--- src/sv/i2cm_pkg.sv ---
package i2cm_pkg;

    localparam int DelayW  = 8;
    localparam int ByteW   = 8;
    localparam int KindW   = 3;
    localparam int BitCntW = 4;
    localparam int InDataW = 16;
    localparam int OutDataW = 16;

    localparam logic [ByteW-1:0]   MsbMask  = 8'h80;
    localparam logic [BitCntW-1:0] BitsPerByte = 4'd8;

    typedef enum logic [KindW-1:0] {
        K_TICK  = 3'd0,
        K_START = 3'd1,
        K_WRITE = 3'd2,
        K_READ  = 3'd3,
        K_STOP  = 3'd4
    } t_kind;

    typedef enum logic [4:0] {
        ST_IDLE    = 5'd0,
        ST_S_SCLH  = 5'd1,
        ST_S_SDAL  = 5'd2,
        ST_W_SCLL0 = 5'd3,
        ST_W_SDA   = 5'd4,
        ST_W_SCLH  = 5'd5,
        ST_W_SCLL  = 5'd6,
        ST_W_REL   = 5'd7,
        ST_W_ASCLH = 5'd8,
        ST_W_SAMP  = 5'd9,
        ST_W_ASCLL = 5'd10,
        ST_R_SCLH  = 5'd11,
        ST_R_SAMP  = 5'd12,
        ST_R_SCLL  = 5'd13,
        ST_R_ACK   = 5'd14,
        ST_R_ASCLH = 5'd15,
        ST_R_ASCLL = 5'd16,
        ST_R_REL   = 5'd17,
        ST_P_SDAL  = 5'd18,
        ST_P_SCLH  = 5'd19,
        ST_P_REL   = 5'd20
    } t_step;

    typedef struct packed {
        logic             rejected;
        logic [ByteW-1:0] read_data;
        logic             ack_seen;
        logic             done;
        logic             busy;
        logic             sda_low;
        logic             scl_level;
    } t_result;

endpackage

--- src/sv/i2cm_seq.sv ---
module i2cm_seq (
    input  logic                            i_clk,
    input  logic                            i_rst_n,
    input  logic                            i_accept,
    input  logic [i2cm_pkg::KindW-1:0]      i_kind,
    input  logic [i2cm_pkg::ByteW-1:0]      i_data_byte,
    input  logic                            i_last_byte,
    input  logic                            i_sda_in,
    input  logic [i2cm_pkg::DelayW-1:0]     i_scl_gap,
    output i2cm_pkg::t_result               o_res
);

    i2cm_pkg::t_step                 r_step,  n_step;
    i2cm_pkg::t_kind                 r_op,    n_op;
    logic [i2cm_pkg::ByteW-1:0]      r_shift, n_shift;
    logic [i2cm_pkg::BitCntW-1:0]    r_bits,  n_bits;
    logic [i2cm_pkg::DelayW-1:0]     r_dly,   n_dly;
    logic                            r_scl,   n_scl;
    logic                            r_sda,   n_sda;
    logic                            r_ack,   n_ack;
    logic                            r_last,  n_last;

    logic                            scl_ok;
    logic                            is_cmd;
    logic                            fin;
    logic [i2cm_pkg::BitCntW-1:0]    bits_inc;

    assign is_cmd = (i_kind == i2cm_pkg::K_START) || (i_kind == i2cm_pkg::K_WRITE) ||
                    (i_kind == i2cm_pkg::K_READ)  || (i_kind == i2cm_pkg::K_STOP);
    assign scl_ok   = (r_dly >= i_scl_gap);
    assign bits_inc = r_bits + 1'b1;

    always_comb begin
        n_step  = r_step;
        n_op    = r_op;
        n_shift = r_shift;
        n_bits  = r_bits;
        n_dly   = r_dly;
        n_scl   = r_scl;
        n_sda   = r_sda;
        n_ack   = r_ack;
        n_last  = r_last;
        fin     = 1'b0;
        o_res   = '0;

        if (is_cmd) begin
            if (r_step != i2cm_pkg::ST_IDLE) begin
                o_res.rejected = 1'b1;
            end else begin
                n_op   = i2cm_pkg::t_kind'(i_kind);
                n_dly  = '0;
                n_bits = '0;
                n_ack  = 1'b0;
                n_last = i_last_byte;
                case (i_kind)
                    i2cm_pkg::K_START: begin
                        n_shift = i_data_byte;
                        n_step  = i2cm_pkg::ST_S_SCLH;
                    end
                    i2cm_pkg::K_WRITE: begin
                        n_shift = i_data_byte;
                        n_step  = i2cm_pkg::ST_W_SCLL0;
                    end
                    i2cm_pkg::K_READ: begin
                        n_shift = '0;
                        n_step  = i2cm_pkg::ST_R_SCLH;
                    end
                    default: n_step = i2cm_pkg::ST_P_SDAL;
                endcase
            end
        end else if (r_step != i2cm_pkg::ST_IDLE) begin
            // every SCL edge waits out the programmed delay first
            case (r_step)
                i2cm_pkg::ST_S_SCLH, i2cm_pkg::ST_W_SCLL0, i2cm_pkg::ST_W_SCLH,
                i2cm_pkg::ST_W_SCLL, i2cm_pkg::ST_W_ASCLH, i2cm_pkg::ST_W_ASCLL,
                i2cm_pkg::ST_R_SCLH, i2cm_pkg::ST_R_SCLL, i2cm_pkg::ST_R_ASCLH,
                i2cm_pkg::ST_R_ASCLL, i2cm_pkg::ST_P_SCLH: begin
                    n_dly = scl_ok ? '0 : r_dly + 1'b1;
                end
                default: ;
            endcase

            case (r_step)
                i2cm_pkg::ST_S_SCLH: if (scl_ok) begin
                    n_scl  = 1'b1;
                    n_step = i2cm_pkg::ST_S_SDAL;
                end
                i2cm_pkg::ST_S_SDAL: begin
                    n_sda  = 1'b1;
                    n_step = i2cm_pkg::ST_W_SCLL0;
                end
                i2cm_pkg::ST_W_SCLL0: if (scl_ok) begin
                    n_scl  = 1'b0;
                    n_bits = '0;
                    n_step = i2cm_pkg::ST_W_SDA;
                end
                i2cm_pkg::ST_W_SDA: begin
                    n_sda  = ~|(r_shift & i2cm_pkg::MsbMask);
                    n_step = i2cm_pkg::ST_W_SCLH;
                end
                i2cm_pkg::ST_W_SCLH: if (scl_ok) begin
                    n_scl  = 1'b1;
                    n_step = i2cm_pkg::ST_W_SCLL;
                end
                i2cm_pkg::ST_W_SCLL: if (scl_ok) begin
                    n_scl   = 1'b0;
                    n_shift = {r_shift[i2cm_pkg::ByteW-2:0], 1'b0};
                    n_bits  = bits_inc;
                    n_step  = (bits_inc >= i2cm_pkg::BitsPerByte) ?
                              i2cm_pkg::ST_W_REL : i2cm_pkg::ST_W_SDA;
                end
                i2cm_pkg::ST_W_REL: begin
                    n_sda  = 1'b0;
                    n_step = i2cm_pkg::ST_W_ASCLH;
                end
                i2cm_pkg::ST_W_ASCLH: if (scl_ok) begin
                    n_scl  = 1'b1;
                    n_step = i2cm_pkg::ST_W_SAMP;
                end
                i2cm_pkg::ST_W_SAMP: begin
                    n_ack  = ~i_sda_in;
                    n_step = i2cm_pkg::ST_W_ASCLL;
                end
                i2cm_pkg::ST_W_ASCLL: if (scl_ok) begin
                    n_scl  = 1'b0;
                    n_step = i2cm_pkg::ST_IDLE;
                    fin    = 1'b1;
                end
                i2cm_pkg::ST_R_SCLH: if (scl_ok) begin
                    n_scl  = 1'b1;
                    n_step = i2cm_pkg::ST_R_SAMP;
                end
                i2cm_pkg::ST_R_SAMP: begin
                    n_shift = {r_shift[i2cm_pkg::ByteW-2:0], i_sda_in};
                    n_step  = i2cm_pkg::ST_R_SCLL;
                end
                i2cm_pkg::ST_R_SCLL: if (scl_ok) begin
                    n_scl  = 1'b0;
                    n_bits = bits_inc;
                    n_step = (bits_inc >= i2cm_pkg::BitsPerByte) ?
                             i2cm_pkg::ST_R_ACK : i2cm_pkg::ST_R_SCLH;
                end
                i2cm_pkg::ST_R_ACK: begin
                    n_sda  = ~r_last;
                    n_step = i2cm_pkg::ST_R_ASCLH;
                end
                i2cm_pkg::ST_R_ASCLH: if (scl_ok) begin
                    n_scl  = 1'b1;
                    n_step = i2cm_pkg::ST_R_ASCLL;
                end
                i2cm_pkg::ST_R_ASCLL: if (scl_ok) begin
                    n_scl  = 1'b0;
                    n_step = r_last ? i2cm_pkg::ST_P_SDAL : i2cm_pkg::ST_R_REL;
                end
                i2cm_pkg::ST_R_REL: begin
                    n_sda  = 1'b0;
                    n_step = i2cm_pkg::ST_IDLE;
                    fin    = 1'b1;
                end
                i2cm_pkg::ST_P_SDAL: begin
                    n_sda  = 1'b1;
                    n_step = i2cm_pkg::ST_P_SCLH;
                end
                i2cm_pkg::ST_P_SCLH: if (scl_ok) begin
                    n_scl  = 1'b1;
                    n_step = i2cm_pkg::ST_P_REL;
                end
                i2cm_pkg::ST_P_REL: begin
                    n_sda  = 1'b0;
                    n_step = i2cm_pkg::ST_IDLE;
                    fin    = 1'b1;
                end
                default: n_step = i2cm_pkg::ST_IDLE;
            endcase
        end

        o_res.scl_level = n_scl;
        o_res.sda_low   = n_sda;
        o_res.busy      = (n_step != i2cm_pkg::ST_IDLE);
        o_res.done      = fin;
        if (fin && (r_op == i2cm_pkg::K_START || r_op == i2cm_pkg::K_WRITE)) begin
            o_res.ack_seen = r_ack;
        end
        if (fin && r_op == i2cm_pkg::K_READ) begin
            o_res.read_data = r_shift;
        end
    end

    always_ff @(posedge i_clk) begin
        if (!i_rst_n) begin
            r_step  <= i2cm_pkg::ST_IDLE;
            r_op    <= i2cm_pkg::K_TICK;
            r_shift <= '0;
            r_bits  <= '0;
            r_dly   <= '0;
            r_scl   <= 1'b1;
            r_sda   <= 1'b0;
            r_ack   <= 1'b0;
            r_last  <= 1'b0;
        end else if (i_accept) begin
            r_step  <= n_step;
            r_op    <= n_op;
            r_shift <= n_shift;
            r_bits  <= n_bits;
            r_dly   <= n_dly;
            r_scl   <= n_scl;
            r_sda   <= n_sda;
            r_ack   <= n_ack;
            r_last  <= n_last;
        end
    end

`ifndef SYNTH
    a_rej_only_busy: assert property (@(posedge i_clk) disable iff (!i_rst_n)
        i_accept && o_res.rejected |-> r_step != i2cm_pkg::ST_IDLE)
        else $error("command rejected while idle");
    a_done_to_idle: assert property (@(posedge i_clk) disable iff (!i_rst_n)
        i_accept && o_res.done |=> r_step == i2cm_pkg::ST_IDLE)
        else $error("sequence finished but not idle");
    a_pins_hold: assert property (@(posedge i_clk) disable iff (!i_rst_n)
        !i_accept |=> $stable(r_scl) && $stable(r_sda) && $stable(r_step))
        else $error("pin state moved without a beat");
    a_idle_no_done: assert property (@(posedge i_clk) disable iff (!i_rst_n)
        r_step == i2cm_pkg::ST_IDLE |-> !o_res.done)
        else $error("done raised from idle");
`endif

endmodule

--- src/sv/i2cm_obuf.sv ---
module i2cm_obuf (
    input  logic                i_clk,
    input  logic                i_rst_n,
    input  logic                i_valid,
    output logic                o_ready,
    input  i2cm_pkg::t_result   i_res,
    output logic                o_valid,
    input  logic                i_ready,
    output i2cm_pkg::t_result   o_res
);

    logic              r_out_vld;
    logic              r_skid_vld;
    i2cm_pkg::t_result r_out;
    i2cm_pkg::t_result r_skid;
    logic              load_out;

    assign o_ready  = !r_skid_vld;
    assign o_valid  = r_out_vld;
    assign o_res    = r_out;
    assign load_out = !r_out_vld || i_ready;

    always_ff @(posedge i_clk) begin
        if (!i_rst_n) begin
            r_out_vld  <= 1'b0;
            r_skid_vld <= 1'b0;
        end else if (load_out) begin
            r_out_vld  <= r_skid_vld || i_valid;
            r_skid_vld <= 1'b0;
        end else if (i_valid && !r_skid_vld) begin
            r_skid_vld <= 1'b1;
        end
    end

    always_ff @(posedge i_clk) begin
        if (load_out) begin
            r_out <= r_skid_vld ? r_skid : i_res;
        end else if (i_valid && !r_skid_vld) begin
            r_skid <= i_res;
        end
    end

`ifndef SYNTH
    a_skid_behind_out: assert property (@(posedge i_clk) disable iff (!i_rst_n)
        r_skid_vld |-> r_out_vld)
        else $error("skid beat held with empty output stage");
`endif

endmodule

--- src/sv/i2c_bit_level_master.sv ---
// Each result beat is registered: into the output register, or via the skid entry.
// One beat per cycle while tready is high; a beat moves the bus at most one step.
// A two-entry output stage (register plus skid) keeps tready registered; the input
// stalls only once both entries hold beats that the receiver has not taken.
// Reset is synchronous, active low: sequencer idle, SCL high, SDA released,
// SCL gap zero, output stage empty.
module i2c_bit_level_master (
    input  logic                                 i_clk,
    input  logic                                 i_rst_n,
    input  logic                                 i_cfg_valid,
    output logic                                 o_cfg_ready,
    input  logic [i2cm_pkg::DelayW-1:0]          i_cfg_data,     // SCL gap in ticks
    input  logic                                 s_axis_tvalid,
    output logic                                 s_axis_tready,
    input  logic [i2cm_pkg::InDataW-1:0]         s_axis_tdata,   // data_byte, sda_in
    input  logic [i2cm_pkg::KindW-1:0]           s_axis_tuser,   // kind
    input  logic                                 s_axis_tlast,   // last_byte
    output logic                                 m_axis_tvalid,
    input  logic                                 m_axis_tready,
    // scl_level, sda_low, busy_res, done_res, ack_seen, read_data, rejected
    output logic [i2cm_pkg::OutDataW-1:0]        m_axis_tdata
);

    logic [i2cm_pkg::DelayW-1:0] r_scl_gap;
    logic                        in_beat;
    i2cm_pkg::t_result           step_res;
    i2cm_pkg::t_result           out_res;

    assign o_cfg_ready = 1'b1;
    assign in_beat     = s_axis_tvalid && s_axis_tready;

    always_ff @(posedge i_clk) begin
        if (!i_rst_n) begin
            r_scl_gap <= '0;
        end else if (i_cfg_valid) begin
            r_scl_gap <= i_cfg_data;
        end
    end

    i2cm_seq u_seq (
        .i_clk       (i_clk),
        .i_rst_n     (i_rst_n),
        .i_accept    (in_beat),
        .i_kind      (s_axis_tuser),
        .i_data_byte (s_axis_tdata[i2cm_pkg::ByteW-1:0]),
        .i_last_byte (s_axis_tlast),
        .i_sda_in    (s_axis_tdata[i2cm_pkg::ByteW]),
        .i_scl_gap   (r_scl_gap),
        .o_res       (step_res)
    );

    i2cm_obuf u_obuf (
        .i_clk   (i_clk),
        .i_rst_n (i_rst_n),
        .i_valid (s_axis_tvalid),
        .o_ready (s_axis_tready),
        .i_res   (step_res),
        .o_valid (m_axis_tvalid),
        .i_ready (m_axis_tready),
        .o_res   (out_res)
    );

    assign m_axis_tdata = {{(i2cm_pkg::OutDataW - $bits(i2cm_pkg::t_result)){1'b0}}, out_res};

endmodule

--- config.mk ---
export PLATFORM = sky130hd
export DESIGN_NAME = i2c_bit_level_master
export DESIGN_NICKNAME = d
export VERILOG_FILES = /design/src/sv/i2cm_pkg.sv /design/src/sv/i2cm_seq.sv /design/src/sv/i2cm_obuf.sv /design/src/sv/i2c_bit_level_master.sv
export SDC_FILE = /design/constraint.sdc
export NUM_CORES = 1
export LEC_CHECK = 0
export BUFFER_PORTS_ARGS = -buffer_cell sky130_fd_sc_hd__buf_2
export CAP_MARGIN = 20
export CORE_AREA = 5 5 126 104
export CTS_CLUSTER_SIZE = 25
export DETAILED_ROUTE_END_ITERATION = 16
export DIE_AREA = 0 0 131 109
export GPL_ROUTABILITY_DRIVEN = 0
export MAX_ROUTING_LAYER = met4
export REMOVE_ABC_BUFFERS = 1
export SKIP_CTS_REPAIR_TIMING = 1
export SLEW_MARGIN = 5
export SYNTH_ARGS = -nofsm -noshare
export SYNTH_HDL_FRONTEND = slang
export SYNTH_SLANG_ARGS = --single-unit
--- constraint.sdc ---
create_clock -name i_clk -period 2.59 [get_ports i_clk]
set_clock_uncertainty 0.2 [all_clocks]
set_input_delay 0.1295 -clock i_clk [delete_from_list [all_inputs] [get_ports i_clk]]
set_output_delay 0.1295 -clock i_clk [all_outputs]
set_load 0.1 [all_outputs]
==> results.md <==
Job:
- The total of max-cap violations is 0.

Run status:
- The run finished, with violations left.
- The checks that failed: hold timing, setup timing.

Timing:
- Static timing analysis puts the maximum clock frequency at 367 MHz.
- The part of the cycle the worst path needs is 105%.
- The number of pins exceeding their max-slew limit in the final report is 0.
- Once routing completed, OpenROAD measured the worst setup slack at -0.132 ns.
- After layout, the minimum clock period comes to approximately 2.7 ns.
- The worst slew margin relative to its limit is between 60% and 70%.
- At the pin with the least slew margin, the transition time is 0.512 ns.
- Setup repair after global routing could not meet its margin everywhere.
- The number of setup violations in the final report is 10.
- Final hold analysis gives a worst-case slack of -0.0169 ns.
- The count of endpoints failing hold in the final timing report is 1.
- The sum of negative setup slack is -0.716 ns.

Place:
- The number of buffers inserted by port buffering is between 40 and 50.
- The number of cells in the design after placement is roughly 740.
- The estimated wirelength of the detail-placed design is ~9000 um.

Yosys:
- The xor and xnor fraction of the mapped netlist area is ~2.9%.
- The average size of a mapped cell is 9.18 um^2.
- The cell count after synthesis came out at between 400 and 500.
- Counting distinct cell types in the post-synthesis netlist gives 74.
- The synthesized design contains 70 register bits.
- Summing the areas of all compound-gate instances in the mapped netlist gives 21.0% of the synthesized area.
- Yosys mapped a number of flops with a built-in enable equal to 28.
- The number of warnings printed during yosys synthesis is 0.
- The synthesized netlist devotes 20.2% of its cell area to simple gates.
- The main flop type after synthesis is sky130_fd_sc_hd__dfxtp_1.
- The multiplexer share of the synthesized area is slightly above 10%.
- After Yosys synthesis, full adders, half adders and majority gates account for about 3.3% of the synthesized area.
- In the synthesized netlist the async set-or-reset flop fraction comes to 0%.
- The combinational family with the most area after synthesis is compound AO/OA/AOI/OAI gates.
- Summing every instance area after synthesis gives between 4000 and 5000 um^2.
- Summing the sequential cell areas from Yosys gives between 30% and 40% of the chip area.

GRT:
- Entering global routing, the biggest net connects 31 pins.
- The global routing's busiest layer is met2.
- In the global route stage, met1 resource usage came out at about 25%.
- The global-route wire length before repair is around 20000 um.
- Summed over all layers, the global routing overflow is 0.
- The number of antenna violations at the first check in global routing is 0.
- The number of global-route vias before repair was 3846.
- Global routing used around 7% of the available met3 tracks.
- For met2 alone, demand over resource in global routing was 25.1%.
- The total routing usage reported by global routing is a little under a fifth.

Clock network:
- The clock reaches the later pin of the worst-skew pair after between 0.3 and 0.4 ns.
- The number of clock buffers added by TritonCTS is 9.
- Clock tree synthesis found a total of 70 sinks.
- The TritonCTS clock tree is built.
- The H-tree was split into 3 levels.
- The root buffer cell is sky130_fd_sc_hd__clkbuf_16.
- The maximum number of buffers from clock root to sink is 2.
- Clock-pin slew was measured on the worst setup and hold paths at around 0.060 ns.

Hold path:
- The path class of the tightest hold or removal check is input pin to register.

Worst setup path:
- The worst register-to-register path has a setup slack of -0.13 ns.
- The worst endpoint required time is roughly 2.5 ns.
- The source of the critical timing path is r_scl_gap[1]$_SDFFE_PN0P_.
- The capturing element type of the critical path is a register.
- The timing endpoint of the critical path is u_obuf.r_skid[2]$_DFFE_PP_.
- The maximum fanout along the worst path is 5.
- The startpoint of the worst-slack reg-to-reg timing path is r_scl_gap[1]$_SDFFE_PN0P_.
- The type of origin of the critical path is a register.
- The depth of the worst register-to-register path is 10.
- The worst setup path is of the register to register kind.
- The arrival time at the worst endpoint is approximately 2.6 ns.
- In this run the critical register-to-register path is captured at u_obuf.r_skid[2]$_DFFE_PP_.

Drt:
- The DRC marker count from the first detailed-route iteration is 393.
- The aggregate routed wire length is between 10000 and 15000 um.
- The first detailed-routing pass ran for 5 iterations.
- The final route contains 4171 vias.
- The detailed-route DRC error count is 0.
- The average wire per cell in the routed design is around 16 um.
- The post-route antenna net violation count is 0.
- Using the TritonRoute via totals, the vias-per-cell ratio works out to ~5.4.

Power and ir drop:
- The sum of internal, switching and leakage power is approximately 3.6 mW.
- The power density over the cells is around 590 nW/um^2.
- The reported leakage power is approximately 2.5 nW.
- IR analysis of the VDD net gives a maximum drop of 383 uV.

Floorplan:
- The area inside the core boundary is about 12000 um^2.
- For this configuration, the core starts out at a cell density of between 30% and 40%.
- The width of the chip is 131 um.
- The die is roughly 110 um tall.
- The die area is approximately 14000 um^2.
- The number of I/O pins is between 50 and 60.
- After floorplanning, the core was divided into 36 placement rows.

Layout:
- The number of nets in the layout is between 600 and 700.
- The final core utilization is 51.6%.
- Excluding fillers, the count of instances in the completed layout stands at between 700 and 800.
- The number of antenna diodes in the final layout is 0.
- The layout cell share with drive strength beyond 1 is between 30 and 40%.
- Leaving out fill and tap cells, the most frequent cell in the layout is sky130_fd_sc_hd__buf_4.
- The filler cells instantiated in the layout total 1069.
- The area growth from synthesis to layout is 34.3%.
- The top cell types in the final layout, fill and taps aside, are sky130_fd_sc_hd__buf_4 (84), sky130_fd_sc_hd__buf_2 (41), sky130_fd_sc_hd__dfxtp_1 (37), sky130_fd_sc_hd__nand2_1 (36), sky130_fd_sc_hd__mux2i_1 (33).
registers in the layout, summed over array words and instances (netlist names):
register / flops
u_seq.r_scl: 1
u_seq.r_ack: 1
u_seq.r_bits: 4
u_seq.r_op: 3
u_obuf.o_valid: 1
u_seq.r_dly: 8
u_seq.r_step: 5
u_seq.r_shift: 8
u_obuf.o_res: 14
u_seq.r_sda: 1
r_scl_gap: 8
u_obuf.r_skid_vld: 1
u_seq.r_last: 1
u_obuf.r_skid: 14
cells by family after synthesis:
logic type      after synthesis
xor+xnor                     13
simple gates                173
flops                        70
buf+inv                      51
compound gates              128
mux                          45
fa+ha+maj                    12
other cells                   2
critical path, cell delays in order (launching register included):
cell and delay [ns]:
sky130_fd_sc_hd__dfxtp_2 0.33, sky130_fd_sc_hd__inv_2 0.04, sky130_fd_sc_hd__ha_4 0.25, sky130_fd_sc_hd__nor2b_4 0.12
sky130_fd_sc_hd__o211ai_1 0.10, sky130_fd_sc_hd__buf_4 0.16, sky130_fd_sc_hd__a31o_4 0.25, sky130_fd_sc_hd__o211ai_1 0.12
sky130_fd_sc_hd__a41oi_2 0.16, sky130_fd_sc_hd__or3_4 0.41, sky130_fd_sc_hd__or3_1 0.32
cells in the mapped netlist (all sizes together) (7+ instances only):
cell    number  area share (%)
nor3        16             1.9
and2        12             1.7
nor2b       26             3.6
o211ai       7             1.3
a22o        24             4.6
inv         19             1.6
ha          12             3.3
o21ai       34             4.1
edfxtp      28              19
mux2i       34             7.5
nand2       37             3.1
mux2        11             2.7
dfxtp       42              19
nor2        35             3.2
xor2         9             1.7
nand3        9            0.99
a21oi       22             2.5
clkbuf      10            0.83
buf         22             2.6
stage by stage:
| stage | setup slack [ns] | cell area (um^2) |
|---|---|---|
| floorplan | -0.451 | 4380 |
| global placement | -0.126 | 5480 |
| detailed placement | -0.190 | 5480 |
| CTS | -0.215 | 5830 |
| global route | -0.259 | 6090 |
| finish | -0.132 | 6090 |
power breakdown:
group | switching [mW] | internal (mW) | leakage, nW
Clock | 0.489 | 0.970 | 0.166
Sequential | 0.0320 | 1.20 | 0.619
Combinational | 0.561 | 0.366 | 1.71
Total | 1.08 | 2.54 | 2.50
layout make-up:
| type | count | area (um^2) | area share (%) |
|---|---|---|---|
| Clock inverter | 5 | 106 | 1.75 |
| Tap cell | 152 | 190 | 3.12 |
| Sequential cell | 70 | 1690 | 27.7 |
| Multi-Input combinational cell | 374 | 2780 | 45.6 |
| Clock buffer | 11 | 243 | 3.99 |
| Timing Repair Buffer | 139 | 1020 | 16.7 |
| Inverter | 19 | 71.3 | 1.17 |
worst min-delay path by stage:
stage,from,cells after the start,end
floorplan,i_rst_n,1,u_seq.r_scl$_SDFFE_PN1P_
global placement,i_cfg_data[4],3,r_scl_gap[4]$_SDFFE_PN0P_
detailed placement,i_cfg_data[3],3,r_scl_gap[3]$_SDFFE_PN0P_
CTS,i_cfg_data[3],3,r_scl_gap[3]$_SDFFE_PN0P_
global route,s_axis_tdata[8],4,u_seq.r_ack$_SDFFE_PN0P_
finish,s_axis_tuser[1],3,u_seq.r_op[1]$_SDFFE_PN0P_
per-layer routing:
layer / wire [um] / vias to the layer above
met4: 374 / 0
met3: 1060 / 42
li1: - / 2040
met2: 5310 / 174
met5: 0 / -
met1: 5740 / 1915
No activity file was read; power rests on OpenSTA's default activity.
